File: src/rtl/ldg_pkg.sv
// Shared constants, types and state encodings of the log depth to gray converter.
`default_nettype none
package ldg_pkg;

    localparam int FRAME_PIXELS  = 262144;
    localparam int LOG_FRAC_BITS = 16;

    localparam int ADDR_W   = (FRAME_PIXELS > 1) ? $clog2(FRAME_PIXELS) : 1;
    localparam int CNT_W    = $clog2(FRAME_PIXELS + 1);
    localparam int DEPTH_W  = 32;
    localparam int ENTRY_W  = DEPTH_W + 1;
    localparam int CFG_W    = 23;
    localparam int RAW_FRAC = 8;
    localparam int SKY_W    = CFG_W + RAW_FRAC;
    localparam int SRCH_W   = DEPTH_W - 1;
    localparam int ONE_RAW  = 1 << RAW_FRAC;

    localparam logic [CFG_W-1:0]  SKY_MIN   = CFG_W'(100000);
    localparam logic [SRCH_W-1:0] SEARCH_HI = {SRCH_W{1'b1}};

    localparam int LOG_INT_W  = $clog2(DEPTH_W);
    localparam int LOG_W      = LOG_INT_W + LOG_FRAC_BITS;
    localparam int MANT_FRAC  = 30;
    localparam int MANT_W     = MANT_FRAC + 1;
    localparam int NORM_STEPS = 5;
    localparam int LG_STEP_W  = $clog2(LOG_FRAC_BITS);
    localparam int MIN_SPAN_R = ((1 << LOG_FRAC_BITS) + 500) / 1000;
    localparam int MIN_SPAN   = (MIN_SPAN_R == 0) ? 1 : MIN_SPAN_R;

    localparam int GRAY_W    = 8;
    localparam int DIV_N_W   = LOG_W + GRAY_W;
    localparam int DV_STEP_W = $clog2(GRAY_W);

    // floor(x / 100) = (x * RECIP) >> RECIP_SHIFT, exact for x below 2^30
    localparam int      PCT         = 100;
    localparam int      RECIP_SHIFT = 32;
    localparam longint  RECIP       = ((64'd1 << RECIP_SHIFT) + PCT - 1) / PCT;
    localparam int      DIVK_W      = RECIP_SHIFT + CNT_W + 1;

    localparam int QUEUE_DEPTH = 4;
    localparam int QPTR_W      = $clog2(QUEUE_DEPTH);
    localparam int QFILL_W     = $clog2(QUEUE_DEPTH + 1);

    localparam logic [1:0] STAT_OK       = 2'd0;
    localparam logic [1:0] STAT_NO_VALID = 2'd1;
    localparam logic [1:0] STAT_DROPPED  = 2'd2;

    typedef enum logic [0:0] {
        CMD_LOAD = 1'b0,
        CMD_READ = 1'b1
    } t_cmd;

    typedef struct packed {
        t_cmd               kind;
        logic [DEPTH_W-1:0] depth;
        logic               bad;
    } t_req;

    typedef enum logic [4:0] {
        BK_IDLE, BK_CNT, BK_KN, BK_KF, BK_MID, BK_SRCH, BK_CLIPN, BK_CLIPF,
        BK_LOGN, BK_LOGNW, BK_LOGF, BK_LOGFW, BK_PIX_RD, BK_PIX_EV, BK_PIX_LS,
        BK_PIX_LW, BK_PIX_CMP, BK_PIX_DS, BK_PIX_DW, BK_OUT
    } t_bk_state;

    typedef enum logic [1:0] {
        LG_IDLE, LG_NORM, LG_LOAD, LG_SQ
    } t_lg_state;

    typedef enum logic [0:0] {
        DV_IDLE, DV_RUN
    } t_dv_state;

endpackage
`default_nettype wire

File: src/rtl/ldg_front.sv
// Front end: takes requests, tags them as load or read, and queues them for the back end.
`default_nettype none
module ldg_front (
    input  logic                        i_clk,
    input  logic                        i_rst_n,
    input  logic                        i_push,
    output logic                        o_full,
    input  logic                        i_cmd,
    input  logic [ldg_pkg::DEPTH_W-1:0] i_depth_value,
    input  logic                        i_depth_bad,
    input  logic                        i_pop,
    output logic                        o_head_valid,
    output ldg_pkg::t_req               o_head
);
    import ldg_pkg::*;

    t_req               r_q [QUEUE_DEPTH];
    logic [QPTR_W-1:0]  r_wr_ptr, r_rd_ptr;
    logic [QFILL_W-1:0] r_fill;
    t_req               req_in;
    logic               accept;
    logic               take;

    assign o_full       = (r_fill == QFILL_W'(QUEUE_DEPTH));
    assign o_head_valid = (r_fill != '0);
    assign accept       = i_push && !o_full;
    assign take         = i_pop && o_head_valid;

    always_comb begin
        req_in.kind  = t_cmd'(i_cmd);
        req_in.depth = i_depth_value;
        req_in.bad   = i_depth_bad;
    end

    always_ff @(posedge i_clk) begin
        if (!i_rst_n) begin
            r_wr_ptr <= '0;
            r_rd_ptr <= '0;
            r_fill   <= '0;
        end else begin
            if (accept) begin
                r_wr_ptr <= r_wr_ptr + QPTR_W'(1);
            end
            if (take) begin
                r_rd_ptr <= r_rd_ptr + QPTR_W'(1);
            end
            if (accept && !take) begin
                r_fill <= r_fill + QFILL_W'(1);
            end else if (take && !accept) begin
                r_fill <= r_fill - QFILL_W'(1);
            end
        end
    end

    always_ff @(posedge i_clk) begin
        if (accept) begin
            r_q[r_wr_ptr] <= req_in;
        end
    end

    assign o_head = r_q[r_rd_ptr];

endmodule
`default_nettype wire

File: config.mk
export PLATFORM = sky130hd
export DESIGN_NAME = ldg_front
export DESIGN_NICKNAME = d
export VERILOG_FILES = /design/src/rtl/ldg_pkg.sv /design/src/rtl/ldg_front.sv
export SDC_FILE = /design/constraint.sdc
export NUM_CORES = 1
export LEC_CHECK = 0
export ABC_AREA = 1
export CAP_MARGIN = 20
export CORE_MARGIN = 2
export CORE_UTILIZATION = 23
export CTS_BUF_LIST = sky130_fd_sc_hd__clkbuf_16
export CTS_CLUSTER_SIZE = 24
export DETAILED_ROUTE_END_ITERATION = 6
export DONT_BUFFER_PORTS = 1
export RECOVER_POWER = 25
export REMOVE_ABC_BUFFERS = 1
export SLEW_MARGIN = 20
export SYNTH_ARGS = -nofsm -noshare
export SYNTH_HDL_FRONTEND = slang
export SYNTH_SLANG_ARGS = --single-unit
File: constraint.sdc
create_clock -name i_clk -period 4 [get_ports i_clk]
set_input_delay 0.6 -clock i_clk [delete_from_list [all_inputs] [get_ports i_clk]]
set_output_delay 0.6 -clock i_clk [all_outputs]
set_load 0.02 [all_outputs]
==> results of run 1 <==
-- per-layer routing --
layer	wire length (um)	vias up
met5	0	-
met4	84	0
met1	4920	1565
met2	6160	72
li1	-	1468
met3	1050	7
-- placed cells by master, fill, tap and decap left out, drive strengths merged --
cell type,Yosys,routed
a21oi,3,3
buf,19,6
bufinv,0,1
clkbuf,2,17
clkinv,0,5
clkinvlp,0,1
dfxtp,9,9
edfxtp,136,136
fa,1,1
ha,5,5
inv,17,25
nand2,15,15
nand3,4,4
nand3b,1,1
nor2,82,82
o21ai,69,69
o22ai,34,34
xor2,1,1
-- through the flow --
step                      hold WS [ps]  setup WS (ps)   util  instances
after floorplan                    465           1260      -        377
after global placement             488           1440  0.247        704
after detailed placement           505           1380  0.250        707
after CTS                          253            913  0.274        739
after global routing               242            811  0.274        739
final                              278           1030  0.274        739
-- registers in the layout, summed over array words and instances, names as in the netlist, named ones only --
| name | flops |
|---|---|
| r_wr_ptr | 2 |
| r_rd_ptr | 2 |
| r_fill | 3 |
| r_q | 136 |
-- cell families (layout without fill, tap and decap cells) --
| logic type | after synthesis | in the layout | share of synthesized area |
|---|---|---|---|
| DFF | 145 | 145 | 0.744 |
| and+or+nand+nor | 102 | 102 | 0.0771 |
| buffers and inverters | 38 | 55 | 0.0413 |
| AOI/OAI and AO/OA | 106 | 106 | 0.122 |
| xor gates and xnor gates | 1 | 1 | 0.00153 |
| adders and majority gates | 6 | 6 | 0.0144 |
-- worst reg2reg max path: stages (launching register included) --
cell and delay [ps]:
dfxtp_1 390, nor2_1 80, nand2_1 130, nand2_1 260, nor2_4 650, buf_4 410
-- area by class of cell --
type / count / area, um2 / share of cell area
inverters: 17 / 68.8 / 0.0103
clock inverters: 15 / 148 / 0.0221
repair buffers: 6 / 97.6 / 0.0146
clock buffers: 17 / 425 / 0.0638
flip-flops and latches: 145 / 4270 / 0.639
well taps: 324 / 405 / 0.0608
multi-input cells: 215 / 1260 / 0.189
-- worst max path at each step --
| stage | from | cells after the start | to | slack (ps) |
|---|---|---|---|---|
| floorplan | register | 3 | o_head[0] | 1260 |
| global placement | register | 3 | o_head[30] | 1440 |
| detailed placement | register | 3 | o_head[26] | 1380 |
| CTS | register | 3 | o_head[26] | 910 |
| global route | register | 3 | o_head[26] | 810 |
| finish | register | 3 | o_head[26] | 1030 |
-- report_power, final --
part / total (mW) / switching (mW) / internal, mW
Combinational: 1.01 / 0.755 / 0.256
Sequential: 1.96 / 0.111 / 1.85
Clock: 1.52 / 0.641 / 0.875
==> results.toml, run 1 <==
[outcome]
status = "completed"

[route]
wl_um = 12200
firstDrtPassIters = 4
wire_per_inst_um = 16.5
drcViolationCount = 0
vias = 3112
viasPerCell = 4.21
ant_nets = 0
dr.first_iter.drc_count = 221

[place]
dp_hpwl_um = 7680
placed_cell_area_mm2 = 0.00610
routabilityCongestion = 0.729
io_buffers = 0

[logic_synthesis]
ys.flop_type = "edfxtp_1"
synth-edff-count = 136
synth.distinct_cells = 23
synth_top_area_share = 0.713
syn_area_mm2 = 0.00573
syn_inst = 398
yosysSeqAreaShare = 0.744
synth.avg_cell_area_um2 = 14.4
ys_warn_count = 0
yosysMostFrequentCell = "edfxtp_1"
synth-async-reset-ratio = 0
synth_seq_cells = 145
ys_top_cells_by_area = "edfxtp_1, o21ai_0, o22ai_2, nor2_1, dfxtp_1"
synth_common_cells = "edfxtp_1, o21ai_0, nor2_1"
yosysTopAreaCell = "edfxtp_1"

[timing]
period_share = 0.742
relSlewSlack = 0.428
fmax_ghz = 0.337
tns_ps = 0
worst_slew_pin_slew_ps = 858
skew_ps = 10.6
drv_slew = 0
rsz0062_at_grt = "false"
finalHoldViolations = 0
fin_crit_ps = 2970
setup_viol = 0

[critical_path]
start_kind = "register"
critPathKind = "register to primary output"
r2r_end = "r_q[3][2]"
cp_max_fo = 43
crit_chain = "buf_4 -> o21ai_0 -> o22ai_1"
slowest_delay_ps = 890
endpoint_kind = "primary output"
path_buf_inv = 1
r2r_start = "r_fill[0]"
timing.critical_path.slowest_stage_cell = "dfxtp_2"
required_ps = 3400
cp.arrival_ps = 2370
cp_top_family = "flip-flops"
ff2ff_path_depth = 5
r2r_setup_slack_ps = 1750

[global_route]
grtUsageMet2 = 0.161
grt_overflow = 0
grt_busiest_layer = "met2"
grt_use_met1 = 0.101
antenna_found_initial = 0
grt_pass1_vias = 3195
global_route.usage.total = 0.0950
grtUsageMet3 = 0.0539
grt_pass1_wl_um = 18400
grt_max_degree = 69

[clocking]
cts-resized-gates = 0
cts_buffers = 17
cts_setup_buffers = 0
htree_num_levels = 4
clockRootBuffer = "clkbuf_16"
clock_path_buffers = 2
tritoncts = "yes"
hold_buffers = 0
insertion_delay_ps = 410
cts_sinks = 145
path_clk_slew_ps = 70

[pwr]
leakage_nw = 2.15
ir_worst_vdd_mv = 0.302
power-per-cell-area_mw_per_mm2 = 672
finalPower_mw = 4.48

[layout]
nNetsFinal = 446
fillCellCount = 2458
syn_to_final_growth_pct = 16.4
diodes = 0
stdcell_area_mm2 = 0.00667
layout-drive-gt1-share = 0.205

[die]
std_cell_rows = 57
chipWidth_um = 162
io_pins = 74
core_area_mm2 = 0.0244
dieHeight_um = 162
initial_core_util = 0.235
dieArea_mm2 = 0.0262

[min_path]
hp-class = "input pin to register"
hold_depth = 0
holdPathEnd = "r_q[1][31]"
min-delay-start = "i_depth_value[30]"

[run]
cap_viol_max_count = 0
Note: power is estimated with default switching activity, not from simulation.
==> inputs of run 2 (changes only) <==
==> constraint.sdc (replaced) <==
create_clock -name i_clk -period 2.9 [get_ports i_clk]
set_input_delay 0.435 -clock i_clk [delete_from_list [all_inputs] [get_ports i_clk]]
set_output_delay 0.435 -clock i_clk [all_outputs]
set_load 0.02 [all_outputs]
==> results.toml, run 2 (synthesis results as in run 1) <==
[global_route]
global_route.usage.total = 0.0959
antenna_found_initial = 0
grt_pass1_vias = 3357
grt_pass1_wl_um = 18500
grt_max_degree = 69
grt_overflow = 0

[place]
routabilityCongestion = 0.699
dp_hpwl_um = 7380
io_buffers = 0
placed_cells = 709
placed_cell_area_mm2 = 0.00609
place_ws_ps = 643

[layout]
nNetsFinal = 448
largest_register_ffs = 136
top_regs = "r_q x136, r_fill x3"
fillCellCount = 2459
layout_commonest_cell = "edfxtp_1"
stdcell_area_mm2 = 0.00666
diodes = 0
layout-drive-gt1-share = 0.202
layout_common_cells = "edfxtp_1, o21ai_0, nor2_1"
syn_to_final_growth_pct = 16.1
finalNonFillerCells = 740
regMostFlops = "r_q"

[route]
drcViolationCount = 0
wl_um = 12300
firstDrtPassIters = 4
dr.first_iter.drc_count = 191
wire_per_inst_um = 16.6
ant_nets = 0
vias = 3143
viasPerCell = 4.25

[pwr]
ir_worst_vdd_mv = 0.393
power-per-cell-area_mw_per_mm2 = 932
leakage_nw = 2.15

[outcome]
status = "completed"

[clocking]
clock_path_buffers = 2
cts_sinks = 145
cts-resized-gates = 0
path_clk_slew_ps = 60
hold_buffers = 0
insertion_delay_ps = 410
htree_num_levels = 4
cts_buffers = 17
tritoncts = "yes"
cts_setup_buffers = 0
clockRootBuffer = "clkbuf_16"

[run]
cap_viol_max_count = 0

[critical_path]
cp_max_fo = 68
endpoint_kind = "primary output"
critPathKind = "register to primary output"
cp.arrival_ps = 2150
required_ps = 2470
start_kind = "register"

[timing]
finalWorstSetupSlack_ps = 313
fin_crit_ps = 2590
tns_ps = 0
skew_ps = 8.64
period_share = 0.892
worst_slew_pin_slew_ps = 707
drv_slew = 0
relSlewSlack = 0.528
fmax_ghz = 0.387
finalHoldViolations = 0
setup_viol = 0
rsz0062_at_grt = "false"

[min_path]
hp-class = "input pin to register"

[die]
dieHeight_um = 162
core_area_mm2 = 0.0244
std_cell_rows = 57
chipWidth_um = 162
io_pins = 74
initial_core_util = 0.235
dieArea_mm2 = 0.0262
[run 2: cell types whose count changed in the layout (fill, tap and decap cells not counted)]
cell / previous run / this run
buf_16: 2 / 0
buf_12: 1 / 2
inv_8: 2 / 0
bufinv_16: 1 / 2
inv_1: 15 / 17
clkinv_4: 3 / 2
inv_6: 7 / 4
buf_4: 3 / 6
clkinvlp_4: 1 / 3
[run 2: final cells by class]
cell class                 count  area (um2)  share of cell area
clock buffer                  17         425              0.0639
clock inverter                14         143              0.0214
inverter                      17        68.8              0.0103
multi-input combinational    215        1260               0.190
sequential                   145        4270               0.641
tap                          324         405              0.0609
timing repair buffer           8        85.1              0.0128
[run 2: worst max-delay path, cell delays in order, from the launching register on]
cell     delay, ps
dfxtp_2        530
inv_6          540
o21ai_0        150
o22ai_1        480
[run 2: per-stage QoR]
step	util	total power [mW]	hold slack [ps]
after floorplan	-	3.75	465
after global placement	0.250	4.12	480
after detailed placement	0.250	4.19	489
after CTS	0.273	6.31	83.6
after global routing	0.273	6.51	78.9
final	0.273	6.20	115
[run 2: final timing paths]
check	start	endpoint	slack, ps	cells after the start
setup / recovery	register	o_head[21]	310	3
hold / removal	i_depth_value[10]	r_q[2][11]	110	0
setup reg to reg	r_fill[1]	r_fill[1]	590	9
hold reg to reg	r_rd_ptr[1]	register	500	2
[run 2: power breakdown]
group | switching [mW] | internal [mW]
registers | 0.121 | 2.55
clock network | 0.833 | 1.26
logic | 1.07 | 0.363
total | 2.03 | 4.17
[run 2: layer usage]
| layer | track usage | up-vias | share of wire |
|---|---|---|---|
| li1 | - | 1468 | - |
| met5 | 0 | - | 0 |
| met3 | 0.0511 | 10 | 0.077 |
| met4 | 0.0265 | 0 | 0.010 |
| met2 | 0.174 | 69 | 0.52 |
| met1 | 0.0955 | 1596 | 0.39 |
